===== config.mk =====
export PLATFORM = sky130hd
export DESIGN_NAME = button_debounce_motor_command_core
export DESIGN_NICKNAME = d
export VERILOG_FILES = /design/src/rtl/core/bdmc_pkg.sv /design/src/rtl/core/bdmc_debounce.sv /design/src/rtl/core/button_debounce_motor_command_core.sv
export SDC_FILE = /design/constraint.sdc
export NUM_CORES = 1
export LEC_CHECK = 0
export ABC_CLOCK_PERIOD_IN_PS = 11900
export BUFFER_PORTS_ARGS = -buffer_cell sky130_fd_sc_hd__buf_2
export CORE_MARGIN = 2
export CORE_UTILIZATION = 50
export DETAILED_ROUTE_END_ITERATION = 7
export GPL_TIMING_DRIVEN = 0
export HOLD_SLACK_MARGIN = 0.06
export PLACE_DENSITY = 0.68
export RECOVER_POWER = 25
export SYNTH_ARGS = -nofsm -noshare
export SYNTH_HDL_FRONTEND = slang
export SYNTH_SLANG_ARGS = --single-unit

===== constraint.sdc =====
create_clock -name clk -period 11.9 [get_ports clk]
set_clock_uncertainty 0.2 [all_clocks]
set_input_delay 0.595 -clock clk [delete_from_list [all_inputs] [get_ports clk]]
set_output_delay 0.595 -clock clk [all_outputs]
set_load 0.02 [all_outputs]

===== src/rtl/core/bdmc_pkg.sv =====
// ----------------------------------------------------------------------------
// bdmc_pkg
// Shared types and constants for the button debounce / motor command core.
// ----------------------------------------------------------------------------
package bdmc_pkg;

  // Hold timer time base
  localparam int unsigned TICK_STEP_MS = 10;
  localparam int unsigned TIMER_W      = 12;
  localparam int unsigned COUNT_W      = 23;
  localparam int unsigned POS_W        = 24;

  localparam logic [TIMER_W-1:0] TICK_STEP  = TIMER_W'(TICK_STEP_MS);
  localparam logic [TIMER_W-1:0] TIMER_MAX  = '1;

  // Configuration register map
  typedef enum logic [1:0] {
    CFG_DEBOUNCE_THRESHOLD = 2'd0,
    CFG_WINDOW_FULL_COUNT  = 2'd1,
    CFG_WINDOW_MARGIN      = 2'd2,
    CFG_DOOR_MARGIN        = 2'd3
  } cfg_index_t;

  localparam logic [TIMER_W-1:0] THRESHOLD_RESET   = TIMER_W'(50);
  localparam logic [COUNT_W-1:0] FULL_COUNT_RESET  = COUNT_W'(100000);
  localparam logic [COUNT_W-1:0] WINDOW_MARGIN_RST = COUNT_W'(100);
  localparam logic [COUNT_W-1:0] DOOR_MARGIN_RST   = COUNT_W'(100);

  // Motor commands
  typedef enum logic [1:0] {
    ACT_NONE   = 2'd0,
    ACT_STOP   = 2'd1,
    ACT_CLOSED = 2'd2,
    ACT_OPEN   = 2'd3
  } action_t;

endpackage


===== src/rtl/core/bdmc_debounce.sv =====
// ----------------------------------------------------------------------------
// bdmc_debounce
// One button channel: saturating hold timer plus a one-pulse-per-hold latch.
// ----------------------------------------------------------------------------
module bdmc_debounce (
  input  logic                         clk,
  input  logic                         rst,
  input  logic                         step,
  input  logic                         level,
  input  logic [bdmc_pkg::TIMER_W-1:0] threshold,
  output logic                         pulse
);
  import bdmc_pkg::*;

  logic [TIMER_W-1:0] timer;
  logic [TIMER_W-1:0] timer_next;
  logic               latched;
  logic               latched_next;
  logic [TIMER_W:0]   sum;

  assign sum = {1'b0, timer} + {1'b0, TICK_STEP};

  always_comb begin
    timer_next   = '0;
    latched_next = 1'b0;
    pulse        = 1'b0;
    if (level) begin
      timer_next = timer;
      if (timer < threshold) begin
        timer_next = sum[TIMER_W] ? TIMER_MAX : sum[TIMER_W-1:0];
      end
      latched_next = latched;
      if ((timer_next >= threshold) && !latched) begin
        pulse        = 1'b1;
        latched_next = 1'b1;
      end
    end
  end

  always_ff @(posedge clk) begin
    if (rst) begin
      timer   <= '0;
      latched <= 1'b0;
    end else if (step) begin
      timer   <= timer_next;
      latched <= latched_next;
    end
  end

endmodule


===== src/rtl/core/button_debounce_motor_command_core.sv =====
// ----------------------------------------------------------------------------
// button_debounce_motor_command_core
// Debounces window up/down and door buttons and turns presses into motor
// commands, one result per 10 ms tick item.
// ----------------------------------------------------------------------------
// Each input transfer is one timer tick; each tick gives exactly one output
// transfer with the three press pulses and the window and door commands.
// The core is a two-register pipeline (input register, result register), so
// a tick enters every cycle unless the input is stalled. Its result passes from
// the input register into the result register and transfers when the output
// side is not stalled. The throughput is one tick per cycle while the output
// is not stalled; the hold timers update between the two registers. The input
// stalls only while both registers are full and the output is stalled.
// Configuration writes are accepted at any time (cfg_ready is tied high) but
// must only be issued while the core is idle.
module button_debounce_motor_command_core (
  input  logic                         clk,
  input  logic                         rst,
  // tick input
  input  logic                         in_valid,
  output logic                         in_ready,
  input  logic                         up_pressed,
  input  logic                         down_pressed,
  input  logic                         door_pressed,
  input  logic                         window_running,
  input  logic                         door_running,
  input  logic signed [bdmc_pkg::POS_W-1:0] window_position,
  input  logic signed [bdmc_pkg::POS_W-1:0] door_position,
  // result output
  output logic                         out_valid,
  input  logic                         out_ready,
  output logic                         up_press_pulse,
  output logic                         down_press_pulse,
  output logic                         door_press_pulse,
  output logic [1:0]                   window_action,
  output logic [1:0]                   door_action,
  // configuration writes
  input  logic                         cfg_valid,
  output logic                         cfg_ready,
  input  bdmc_pkg::cfg_index_t         cfg_index,
  input  logic [bdmc_pkg::COUNT_W-1:0] cfg_data
);
  import bdmc_pkg::*;

  // Compare width: positions are 24b signed, counts 23b unsigned, so sums
  // and differences fit in 26b signed with room to spare.
  localparam int unsigned CMP_W = POS_W + 2;

  // --------------------------------------------------------------------------
  // Configuration registers
  // --------------------------------------------------------------------------
  logic [TIMER_W-1:0] threshold;
  logic [COUNT_W-1:0] full_count;
  logic [COUNT_W-1:0] window_margin;
  logic [COUNT_W-1:0] door_margin;

  assign cfg_ready = 1'b1;

  always_ff @(posedge clk) begin
    if (rst) begin
      threshold     <= THRESHOLD_RESET;
      full_count    <= FULL_COUNT_RESET;
      window_margin <= WINDOW_MARGIN_RST;
      door_margin   <= DOOR_MARGIN_RST;
    end else if (cfg_valid && cfg_ready) begin
      case (cfg_index)
        CFG_DEBOUNCE_THRESHOLD: threshold     <= cfg_data[TIMER_W-1:0];
        CFG_WINDOW_FULL_COUNT:  full_count    <= cfg_data;
        CFG_WINDOW_MARGIN:      window_margin <= cfg_data;
        CFG_DOOR_MARGIN:        door_margin   <= cfg_data;
        default: begin
        end
      endcase
    end
  end

  // --------------------------------------------------------------------------
  // Pipeline control: input register (s1) feeds the result register.
  // --------------------------------------------------------------------------
  logic s1_valid;
  logic out_adv;
  logic s1_adv;

  assign out_adv  = !out_valid || out_ready;   // result register can load
  assign s1_adv   = s1_valid && out_adv;       // s1 item moves to result
  assign in_ready = !s1_valid || out_adv;

  // Input register payload
  logic                     s1_up;
  logic                     s1_down;
  logic                     s1_door;
  logic                     s1_win_run;
  logic                     s1_door_run;
  logic signed [POS_W-1:0]  s1_wpos;
  logic signed [POS_W-1:0]  s1_dpos;

  always_ff @(posedge clk) begin
    if (rst) begin
      s1_valid <= 1'b0;
    end else if (in_ready) begin
      s1_valid <= in_valid;
    end
  end

  always_ff @(posedge clk) begin
    if (in_valid && in_ready) begin
      s1_up       <= up_pressed;
      s1_down     <= down_pressed;
      s1_door     <= door_pressed;
      s1_win_run  <= window_running;
      s1_door_run <= door_running;
      s1_wpos     <= window_position;
      s1_dpos     <= door_position;
    end
  end

  // --------------------------------------------------------------------------
  // Debounce channels: timers advance once per tick, as the tick leaves s1.
  // --------------------------------------------------------------------------
  logic up_p;
  logic down_p;
  logic door_p;

  bdmc_debounce u_deb_up (
    .clk       (clk),
    .rst       (rst),
    .step      (s1_adv),
    .level     (s1_up),
    .threshold (threshold),
    .pulse     (up_p)
  );

  bdmc_debounce u_deb_down (
    .clk       (clk),
    .rst       (rst),
    .step      (s1_adv),
    .level     (s1_down),
    .threshold (threshold),
    .pulse     (down_p)
  );

  bdmc_debounce u_deb_door (
    .clk       (clk),
    .rst       (rst),
    .step      (s1_adv),
    .level     (s1_door),
    .threshold (threshold),
    .pulse     (door_p)
  );

  // --------------------------------------------------------------------------
  // Command decisions
  // --------------------------------------------------------------------------
  logic signed [CMP_W-1:0] wpos_x;
  logic signed [CMP_W-1:0] dpos_x;
  logic signed [CMP_W-1:0] open_limit;   // full_count - window_margin
  logic signed [CMP_W-1:0] wpos_plus_m;  // wpos + window_margin
  logic signed [CMP_W-1:0] door_m_x;
  logic                    below_open;
  logic                    above_closed;
  logic                    door_is_open;
  action_t                 up_act;
  action_t                 down_act;
  action_t                 win_act;
  action_t                 door_act;

  assign wpos_x      = CMP_W'(s1_wpos);
  assign dpos_x      = CMP_W'(s1_dpos);
  assign open_limit  = signed'(CMP_W'(full_count)) - signed'(CMP_W'(window_margin));
  assign wpos_plus_m = wpos_x + signed'(CMP_W'(window_margin));
  assign door_m_x    = signed'(CMP_W'(door_margin));

  assign below_open   = wpos_x < open_limit;
  assign above_closed = wpos_plus_m > signed'(CMP_W'(0));  // wpos > -margin
  assign door_is_open = dpos_x > door_m_x;

  always_comb begin
    down_act = ACT_NONE;
    up_act   = ACT_NONE;
    door_act = ACT_NONE;
    if (down_p) begin
      if (s1_win_run) begin
        down_act = ACT_STOP;
      end else if (below_open) begin
        down_act = ACT_OPEN;
      end
    end
    if (up_p) begin
      if (s1_win_run) begin
        up_act = ACT_STOP;
      end else if (above_closed) begin
        up_act = ACT_CLOSED;
      end
    end
    // up wins when both buttons fire and up has something to do
    win_act = (up_act != ACT_NONE) ? up_act : down_act;
    if (door_p) begin
      if (s1_door_run) begin
        door_act = ACT_STOP;
      end else if (door_is_open) begin
        door_act = ACT_CLOSED;
      end else begin
        door_act = ACT_OPEN;
      end
    end
  end

  // --------------------------------------------------------------------------
  // Result register
  // --------------------------------------------------------------------------
  always_ff @(posedge clk) begin
    if (rst) begin
      out_valid <= 1'b0;
    end else if (out_adv) begin
      out_valid <= s1_valid;
    end
  end

  always_ff @(posedge clk) begin
    if (s1_adv) begin
      up_press_pulse   <= up_p;
      down_press_pulse <= down_p;
      door_press_pulse <= door_p;
      window_action    <= win_act;
      door_action      <= door_act;
    end
  end

  // --------------------------------------------------------------------------
  // Assertions
  // --------------------------------------------------------------------------
  // A window command only comes from a window press.
  a_win_needs_press: assert property (@(posedge clk) disable iff (rst)
    out_valid && (window_action != ACT_NONE) |-> up_press_pulse || down_press_pulse)
    else $error("window command without a window press");

  // A door press always yields a door command, and only a press does.
  a_door_cmd: assert property (@(posedge clk) disable iff (rst)
    out_valid |-> (door_press_pulse == (door_action != ACT_NONE)))
    else $error("door command does not match door press");

  // A tick held in s1 behind a stalled result is not dropped.
  a_s1_hold: assert property (@(posedge clk) disable iff (rst)
    s1_valid && !out_adv |=> s1_valid)
    else $error("tick lost from input register");

  // A result transfer with s1 empty and no new tick leaves the output empty.
  a_out_drain: assert property (@(posedge clk) disable iff (rst)
    out_valid && out_ready && !s1_valid |=> !out_valid)
    else $error("result repeated after transfer");

endmodule

# --- Word-level counts from Yosys, hierarchy flattened ---
# Cells that the tools add are included.
word_totals:
  regBits: 182
  in_bits: 83
  output_inout_bits: 10
  wordCells: 101
classes:
  addsub: 5
  magnitude_cmp: 9
  n_eq_ne: 6
  mux: 33
  n_bitwise: 1
  reduce_logical: 22
op_table:
  columns: ["op", "count"]
  rows:
  - ["$mux W12", 12]
  - ["$add A12 B4 Y13 const B", 3]
  - ["$ge A12 B12 Y1", 3]
  - ["$lt A12 B12 Y1", 3]
  - ["$add A24 B24 Y25", 1]
  - ["$gt A25 B1 Y1 const B", 1]
  - ["$gt A24 B24 Y1", 1]
  - ["$lt A24 B24 Y1", 1]
  - ["$sub A23 B23 Y24", 1]
  - ["$mux W1", 14]
  - ["$mux W2", 7]
  - ["$reduce_and A2 Y1", 7]
  - ["$ne A2 B1 Y1 const B", 3]
  - ["$logic_and A1 B1 Y1", 5]
  - ["$logic_not A1 Y1", 5]
  - ["$eq A2 B2 Y1 const B", 2]
  - ["$eq A2 B1 Y1 const B", 1]
  - ["$logic_not A2 Y1", 1]
  - ["$logic_or A1 B1 Y1", 2]
  - ["$reduce_bool A2 Y1", 1]
  - ["$reduce_or A2 Y1", 1]
  - ["$not A1 Y1", 1]

# --- Logic depth before layout (Yosys ltp) ---
# Gate-level depths: netlist of run 1.
depth:
  ltp_word: 11
  ltp_mapped: 23

# --- Modules after synthesis ---
# From an unflattened synthesis of run 1, not the netlist that was laid out.
hier_totals:
  cells_unflattened: 1525
  area_unflattened_um2: 12888.6
modules_own_cells:
  columns: ["module", "instances", "cells_each", "area_each_um2", "seq_area_each_um2"]
  rows:
  - ["button_debounce_motor_command_core", 1, 925, 8298.0, 3463.3]
  - ["bdmc_debounce", 3, 200, 1530.2, 260.2]

# --- Least setup slack after synthesis of run 1 ---
# No wires, ideal clock.
synth_path:
  kind: "register to register"
  start: "register threshold[1]"
  end: "register window_action[0] (data pin)"
  setup_time_ps: 261
  t_arrival_ps: 4038
  t_required_ps: 11439
  slack_ps: 7401
  stages_incl_launch_ff: 20
  path_buffers: 0
  cell_sequence: "dfxtp_1 -> inv_1 -> ha_1 -> a21o_1 -> a21o_1 -> a211oi_2 -> o21ai_1 -> a221o_4 -> a2111oi_4 -> nor2_1 -> ha_1 -> nand2b_1 -> a21oi_1 -> o21ai_0 -> a41oi_1 -> o21ai_0 -> nand3b_1 -> a311o_1 -> and2_0 -> a311o_1"
synth_via:
  elab_chain_len: 10
  word_cells_on_any_way: 18
synth_lines:
  columns: ["item", "line_no", "source"]
  rows:
  - ["from (decl)", "button_debounce_motor_command_core.sv:52", "logic [TIMER_W-1:0] threshold;"]
  - ["from (signal assigned)", "button_debounce_motor_command_core.sv:67", "CFG_DEBOUNCE_THRESHOLD: threshold <= cfg_data[TIMER_W-1:0];"]
  - ["$lt A12 B12 Y1", "bdmc_debounce.sv:29", "if (timer < threshold) begin"]
  - ["$mux W12", "bdmc_debounce.sv:29", null]
  - ["$mux W12", "bdmc_debounce.sv:27", "if (level) begin"]
  - ["$ge A12 B12 Y1", "bdmc_debounce.sv:33", "if ((timer_next >= threshold) && !latched) begin"]
  - ["$logic_and A1 B1 Y1", "bdmc_debounce.sv:33", null]
  - ["$mux W1", "bdmc_debounce.sv:33", null]
  - ["$mux W1", "bdmc_debounce.sv:27", null]
  - ["$mux W2", "button_debounce_motor_command_core.sv:188", "if (up_p) begin"]
  - ["$reduce_bool A2 Y1", "button_debounce_motor_command_core.sv:196", "win_act = (up_act != ACT_NONE) ? up_act : down_act;"]
  - ["$mux W2 (*)", "button_debounce_motor_command_core.sv:196", null]
  - ["via win_act[0]", "button_debounce_motor_command_core.sv:164", "action_t win_act;"]
  - ["to (signal assigned)", "button_debounce_motor_command_core.sv:224", "window_action <= win_act;"]
  - ["to (decl)", "button_debounce_motor_command_core.sv:35", "output logic [1:0] window_action,"]
# The timed path passes the listed nets; every way through them passes the cells marked *. The select of a mux whose other input is x is not followed.
# A chain may end at the register's enable or synchronous reset.

# --- Worst setup path in the final report of run 1 ---
# Same ends and word-level chain as after synthesis.

==> results.sh, run 1 <==
export IMPL_vias=11300
export IMPL_cts_buffers=17
export IMPL_async_flop_share_pct=0
export IMPL_cp_arrival_ns=5.49
export IMPL_antenna_found_initial=4
export IMPL_antenna_left=0
export IMPL_crit_fanout=8
export IMPL_synth_seq_cells=182
export IMPL_synth_edf_count=60
export IMPL_ioPinCount=93
export IMPL_drv_slew=0
export IMPL_mostFrequentLayoutCell="nand2_1"
export IMPL_grt_overflow_total=0
export IMPL_drc=0
export IMPL_mappedNetlistArea_sq_um=12500
export IMPL_intPower_mw=1.09
export IMPL_finalNetCount=1806
export IMPL_crit_chain="inv_1, ha_1, a21o_1, a21o_1, a211oi_2, o21ai_1, a221o_4, a2111oi_4, nor2_1, ha_1, nand2b_1, a21oi_1, o21ai_0, a41oi_1, o21ai_0, nand3b_1, a311o_1, and2_0, a311o_1"
export IMPL_finalWeightedCongestion=0.967
export IMPL_routed_via_density=5.97
export IMPL_hold_path_class="input pin to flip-flop"
export IMPL_run_status="finished, final reports clean"
export IMPL_sw_frac_of_total_pct=31.8
export IMPL_clock_sinks=182
export IMPL_min_period_ns=5.48
export IMPL_post_cts_buffers=0
export IMPL_path_delay_family="compound AO/OA/AOI/OAI gates"
export IMPL_clk_latency_ns=0.45
export IMPL_p_seq_share_pct=43.0
export IMPL_grt_max_degree=31
export IMPL_row_count=57
export IMPL_final_period_utilization_pct=46.1
export IMPL_start_util_pct=51.3
export IMPL_vdd_drop_max_uv=92.1
export IMPL_cp_required_ns=11.91
export IMPL_yosysUniqueCellTypes=86
export IMPL_cts_hold_fix_buffers=0
export IMPL_clkPwrFrac_pct=39.6
export IMPL_p_leak_nw=5.83
export IMPL_maxClockFrequency_ghz=0.182
export IMPL_final_hold_viol_count=0
export IMPL_core_area_sq_um=24500
export IMPL_grt_pass1_wl_um=54100
export IMPL_h_tree_depth=4
export IMPL_nFillCells=2193
export IMPL_first_iter_violations=1060
export IMPL_avgSynthCellArea_sq_um=8.67
export IMPL_seq_area_sq_um=4240
export IMPL_clkTransAtPathRegs_ns=0.09
export IMPL_yosys_warnings=0
export IMPL_max_cap_violations=0
export IMPL_p_sw_uw=507
export IMPL_cts_path_max_buffers=2
export IMPL_crit_buf_inv=1
export IMPL_tightest_slew_ns=1.20
export IMPL_cp_end_kind="flip-flop"
export IMPL_final_cell_mix="nand2_1 (211), ha_1 (164), a21oi_1 (158)"
export IMPL_dieArea_sq_um=26400
export IMPL_wl_per_cell_um=18.0
export IMPL_die_y_um=162
export IMPL_drt_wl_total_um=34200
export IMPL_cp_start_kind="flip-flop"
export IMPL_hpwl_um=25700
export IMPL_max_slew_margin_pct=19.7
export IMPL_setup_viol=0
export IMPL_critPathMaxStageDelay_ns=0.63
export IMPL_drive_above_1_share_pct=10.6
export IMPL_fin_ws_ns=6.42
export IMPL_dp_slack_ns=6.48
export IMPL_yosysSeqAreaShare_pct=33.8
export IMPL_dieWidth_um=162
export IMPL_critPathKind="flip-flop to flip-flop"
export IMPL_worst_path_max_delay_cell="a2111oi_4"
export IMPL_clock_root_buffer="clkbuf_16"
export IMPL_rsz0062_at_grt="false"
export IMPL_grt_total_usage_pct=26.1
export IMPL_fin_tns_setup_ns=0
export IMPL_area_growth_pct=12.1
export IMPL_multi_input_area_sq_um=7690
export IMPL_cts_tree="built"
export IMPL_synth_cells=1448
export IMPL_ys_flop_type="dfxtp_1"
export IMPL_combPwrFrac_pct=17.4
export IMPL_drt_first_pass_iters=6
export IMPL_cts_resized_gates=0
export IMPL_finalPower_mw=1.59
export IMPL_io_buffers=89
export IMPL_grt_pass1_vias=10500
export IMPL_power_density_nw_per_um2=113
export IMPL_mappedNetlistNets=1697
==> state kept, by name, indices dropped and copies added (netlist names), 2 cells and up <==
register,flops
full_count,23
s1_wpos,24
u_deb_door.timer,12
window_margin,23
u_deb_down.timer,12
threshold,12
door_action,2
door_margin,23
window_action,2
u_deb_up.timer,12
s1_dpos,24
==> cells in the mapped netlist, drive strengths merged (16+ instances only) <==
| library cell | count | area [sq um] |
|---|---|---|
| o211ai | 16 | 120 |
| a211oi | 19 | 153 |
| nor2 | 71 | 267 |
| a21oi | 158 | 791 |
| dfxtp | 122 | 2440 |
| nand3 | 35 | 175 |
| clkbuf | 49 | 235 |
| and3 | 17 | 108 |
| o21ai | 54 | 270 |
| xnor2 | 19 | 166 |
| inv | 88 | 330 |
| ha | 164 | 2050 |
| o21a | 24 | 180 |
| edfxtp | 60 | 1800 |
| a21o | 56 | 423 |
| nor3 | 23 | 125 |
| nand2 | 211 | 792 |
| a31oi | 28 | 175 |
==> layer usage <==
layer	GRT usage (%)	routed length (um)	vias to the layer above
met2	42.6	15900	399
met3	6.34	2330	66
met4	8.21	876	2
met1	34.0	15100	5298
li1	-	-	5562
met5	0	13	-
==> worst reg2reg max path, cell delays in order, from the launching register on <==
cell and delay [ns]:
dfxtp_1 0.30, inv_1 0.28, ha_1 0.30, a21o_1 0.16, a21o_1 0.20, a211oi_2 0.21, o21ai_1 0.14, a221o_4 0.44
a2111oi_4 0.63, nor2_1 0.09, ha_1 0.29, nand2b_1 0.09, a21oi_1 0.06, o21ai_0 0.18, a41oi_1 0.14, o21ai_0 0.32
nand3b_1 0.30, a311o_1 0.43, and2_0 0.16, a311o_1 0.31
==> through the flow <==
step	std cells	util [%]	hold slack, ns	area (sq um)
floorplan	1448	-	0.229	12500
global placement	1861	54.8	0.243	13400
detailed placement	1862	54.9	0.247	13400
CTS	1894	57.6	0.0949	14100
global route	1895	57.5	0.0902	14100
finish	1896	57.5	0.105	14100
==> power by group through the flow <==
stage	Combinational (mW)	Sequential, mW	Clock (mW)
after floorplan	0.197	0.693	0
after global placement	0.267	0.699	0
after detailed placement	0.273	0.699	0
after CTS	0.276	0.684	0.637
after global routing	0.312	0.687	0.662
final	0.277	0.684	0.631
==> final cells by class <==
type	instances	share of cell area, %
multi-input cells	1120	54.6
flip-flops and latches	182	30.2
repair buffers	90	3.31
clock buffers	17	3.02
well taps	324	2.88
inverters	88	2.35
plain buffers	58	1.91
clock inverters	15	1.67
diodes	2	0.0356
==> worst paths after layout <==
check                                                 start  cells past startpoint                     endpoint  slack (ns)
worst max-delay path              threshold[1]$_SDFFE_PP1P_                     19   window_action[0]$_DFFE_PP_        6.42
worst min-delay path                    window_position[14]                      1        s1_wpos[14]$_DFFE_PP_        0.11
worst max register to register    threshold[1]$_SDFFE_PP1P_                     19   window_action[0]$_DFFE_PP_        6.42
worst min register to register  door_margin[3]$_SDFFE_PP0P_                      2  door_margin[3]$_SDFFE_PP0P_        0.26
==> cells by family after synthesis <==
| family | count (synthesis) | share of synthesized area, % |
|---|---|---|
| AO/OA/AOI/OAI | 448 | 23.9 |
| XOR/XNOR | 32 | 2.23 |
| adder cells (fa/ha/maj) | 166 | 16.7 |
| buffers and inverters | 146 | 4.94 |
| flip-flops | 182 | 33.8 |
| multiplexers | 11 | 0.937 |
| other | 1 | 0.0299 |
| AND/OR/NAND/NOR | 462 | 17.5 |
No activity file was read; power rests on OpenSTA's default activity.
==> inputs of run 2 (changes only) <==
--- a/config.mk
+++ b/config.mk
@@ -5,14 +5,15 @@
 export SDC_FILE = /design/constraint.sdc
 export NUM_CORES = 1
 export LEC_CHECK = 0
-export ABC_CLOCK_PERIOD_IN_PS = 11900
+export ABC_AREA = 1
+export ABC_CLOCK_PERIOD_IN_PS = 4700
 export BUFFER_PORTS_ARGS = -buffer_cell sky130_fd_sc_hd__buf_2
 export CORE_MARGIN = 2
 export CORE_UTILIZATION = 50
 export DETAILED_ROUTE_END_ITERATION = 7
 export GPL_TIMING_DRIVEN = 0
 export HOLD_SLACK_MARGIN = 0.06
-export PLACE_DENSITY = 0.68
+export PLACE_DENSITY = 0.71
 export RECOVER_POWER = 25
 export SYNTH_ARGS = -nofsm -noshare
 export SYNTH_HDL_FRONTEND = slang
==> constraint.sdc (replaced) <==
create_clock -name clk -period 4.7 [get_ports clk]
set_clock_uncertainty 0.2 [all_clocks]
set_input_delay 0.235 -clock clk [delete_from_list [all_inputs] [get_ports clk]]
set_output_delay 0.235 -clock clk [all_outputs]
set_load 0.02 [all_outputs]
==> results.sh, run 2 <==
export IMPL_synth_seq_cells=182
export IMPL_routed_via_density=5.28
export IMPL_async_flop_share_pct=0
export IMPL_max_slew_margin_pct=36.5
export IMPL_nFillCells=2267
export IMPL_drt_first_pass_iters=5
export IMPL_yosys_warnings=0
export IMPL_rrSetupSlack_ns=0.61
export IMPL_antenna_found_initial=0
export IMPL_final_util_pct=60.2
export IMPL_clk_latency_ns=0.46
export IMPL_h_tree_depth=4
export IMPL_core_area_sq_um=25000
export IMPL_worst_path_max_delay_cell="ha_1"
export IMPL_yosysSeqAreaShare_pct=33.5
export IMPL_fin_area_sq_um=15100
export IMPL_vdd_drop_max_uv=247
export IMPL_max_cap_violations=0
export IMPL_whs_path_depth=4
export IMPL_cp_end_kind="flip-flop"
export IMPL_dp_slack_ns=0.775
export IMPL_crit_top_cell="nand2_1"
export IMPL_cp_arrival_ns=4.09
export IMPL_critPathLaunch="threshold[7]$_SDFFE_PP0P_"
export IMPL_min_period_ns=4.09
export IMPL_rr_startpoint="threshold[7]$_SDFFE_PP0P_"
export IMPL_setup_viol=0
export IMPL_path_delay_family="simple AND/OR/NAND/NOR gates"
export IMPL_antenna_left=0
export IMPL_power_density_nw_per_um2=276
export IMPL_run_status="finished, final reports clean"
export IMPL_clock_sinks=182
export IMPL_cp_start_kind="flip-flop"
export IMPL_maxClockFrequency_ghz=0.244
export IMPL_ys_flop_type="dfxtp_1"
export IMPL_cts_resized_gates=0
export IMPL_hpwl_um=25700
export IMPL_first_iter_violations=976
export IMPL_mappedNetlistNets=1991
export IMPL_critPathMaxStageDelay_ns=0.38
export IMPL_final_hold_viol_count=0
export IMPL_synth_common_cells="nand2_1 (402), inv_1 (258), a21oi_1 (175)"
export IMPL_synth_cells=1742
export IMPL_cts_buffers=17
export IMPL_finalNetCount=2189
export IMPL_rsz0062_at_grt="false"
export IMPL_synth_edf_count=60
export IMPL_wl_per_cell_um=15.2
export IMPL_ff2ff_path_depth=20
export IMPL_cts_path_max_buffers=2
export IMPL_dieWidth_um=163
export IMPL_final_period_utilization_pct=87.1
export IMPL_netlist_area_leader_share_pct=19.3
export IMPL_io_buffers=91
export IMPL_vias=12100
export IMPL_start_util_pct=50.7
export IMPL_dpl_cell_area_sq_um=13600
export IMPL_reg_largest_list="s1_dpos: 24 flops, s1_wpos: 24 flops"
export IMPL_r2r_end="window_action[0]$_DFFE_PP_"
export IMPL_clkTransAtPathRegs_ns=0.08
export IMPL_clock_root_buffer="clkbuf_16"
export IMPL_crit_fanout=10
export IMPL_grt_total_usage_pct=26.3
export IMPL_synthTopCellsByArea="dfxtp_1 (19%), ha_1 (16%), edfxtp_1 (14%), nand2_1 (12%), inv_1 (7.6%)"
export IMPL_critPathKind="flip-flop to flip-flop"
export IMPL_yosys_area_top_type="dfxtp_1"
export IMPL_crit_chain="inv_1, ha_1, nand2_1, o21ai_0, nand2_1, nand3_2, clkinv_1, buf_2, o21ai_0, inv_1, ha_1, nand2_1, nor2_1, nand3_1, nand4_1, nand3_1, nor2_1, nand2_1, nand3_1, nand2_1"
export IMPL_hold_start="cfg_valid"
export IMPL_grt_max_degree=39
export IMPL_grt_pass1_wl_um=55400
export IMPL_drv_slew=0
export IMPL_grt_pass1_vias=11200
export IMPL_fin_ws_ns=0.606
export IMPL_num_antenna_cells=0
export IMPL_avgSynthCellArea_sq_um=7.28
export IMPL_p_leak_nw=7.13
export IMPL_hold_path_class="input pin to flip-flop"
export IMPL_crit_buf_inv=4
export IMPL_mostFrequentLayoutCell="nand2_1"
export IMPL_hold_path_endpoint="door_margin[2]$_SDFFE_PP1P_"
export IMPL_area_growth_pct=18.8
export IMPL_die_y_um=163
export IMPL_cp_required_ns=4.70
export IMPL_mappedNetlistArea_sq_um=12700
export IMPL_dieArea_sq_um=26700
export IMPL_final_cell_mix="nand2_1 (402), inv_1 (257), a21oi_1 (175)"
export IMPL_row_count=58
export IMPL_tightest_slew_ns=0.945
export IMPL_drt_wl_total_um=34700
export IMPL_finalWeightedCongestion=0.883
export IMPL_synth_most_common_cell="nand2_1"
export IMPL_ioPinCount=93
export IMPL_cts_tree="built"
export IMPL_grt_overflow_total=0
export IMPL_yosysUniqueCellTypes=46
export IMPL_drc=0
export IMPL_drive_above_1_share_pct=7.07
export IMPL_fin_tns_setup_ns=0
[run 2: repair_timing]
action                                 CTS  global route
setup buffers                            0             0
hold buffers                            87             0
endpoints found under the hold margin  136             0
[run 2: where the power goes]
| part | internal, mW | total, mW | switching, mW |
|---|---|---|---|
| Combinational | 0.357 | 0.890 | 0.533 |
| Clock | 0.737 | 1.53 | 0.791 |
| Sequential | 1.70 | 1.75 | 0.0512 |
| Total | 2.79 | 4.16 | 1.37 |
[run 2: tightest hold or removal path, cell delays in order]
cell     delay [ns]
buf_2          0.11
nand2_1        0.08
nor2_1         0.12
o21ai_0        0.16
[run 2: per-layer routing]
metal	part of all wire [%]	global-route usage, %
met1	47	36.2
met2	45	43.4
met3	6.4	3.40
met4	1.7	7.20
met5	0	0
[run 2: worst max path at each step]
| stage | end | slack [ns] | depth (start not counted) |
|---|---|---|---|
| 3_3_place_gp | window_action[0]$_DFFE_PP_ | 0.79 | 20 |
| 6_report | window_action[0]$_DFFE_PP_ | 0.61 | 20 |
| 2_1_floorplan | window_action[0]$_DFFE_PP_ | 1.40 | 20 |
| 5_1_grt | window_action[0]$_DFFE_PP_ | 0.30 | 20 |
| 3_5_place_dp | window_action[0]$_DFFE_PP_ | 0.78 | 20 |
| 4_1_cts | window_action[0]$_DFFE_PP_ | 0.68 | 20 |
[run 2: cell families (layout without fill, tap and decap cells)]
group | count (synthesis) | after routing | share of synthesized area (%)
AOI/OAI and AO/OA | 362 | 362 | 15.4
xor gates and xnor gates | 39 | 39 | 2.69
adders and majority gates | 166 | 166 | 16.5
buffers and inverters | 301 | 512 | 9.01
DFF | 182 | 182 | 33.5
other | 1 | 1 | 0.0296
and+or+nand+nor | 691 | 691 | 22.9
[run 2: cell type report]
cell class | count | area [sq um] | share of cell area, %
Multi-Input combinational cell | 1259 | 7300 | 48.4
Sequential cell | 182 | 4240 | 28.2
Timing Repair Buffer | 179 | 1330 | 8.84
Inverter | 262 | 983 | 6.53
Clock buffer | 17 | 425 | 2.82
Tap cell | 330 | 413 | 2.74
Clock inverter | 15 | 214 | 1.42
Buffer | 39 | 159 | 1.05
[run 2: per-stage QoR]
step	power (mW)	hold WS, ns	std cells
floorplan	2.36	0.134	1742
global placement	2.57	0.211	2163
detailed placement	2.60	0.213	2164
CTS	4.16	0.0630	2283
global route	4.37	0.101	2283
finish	4.16	0.0860	2283
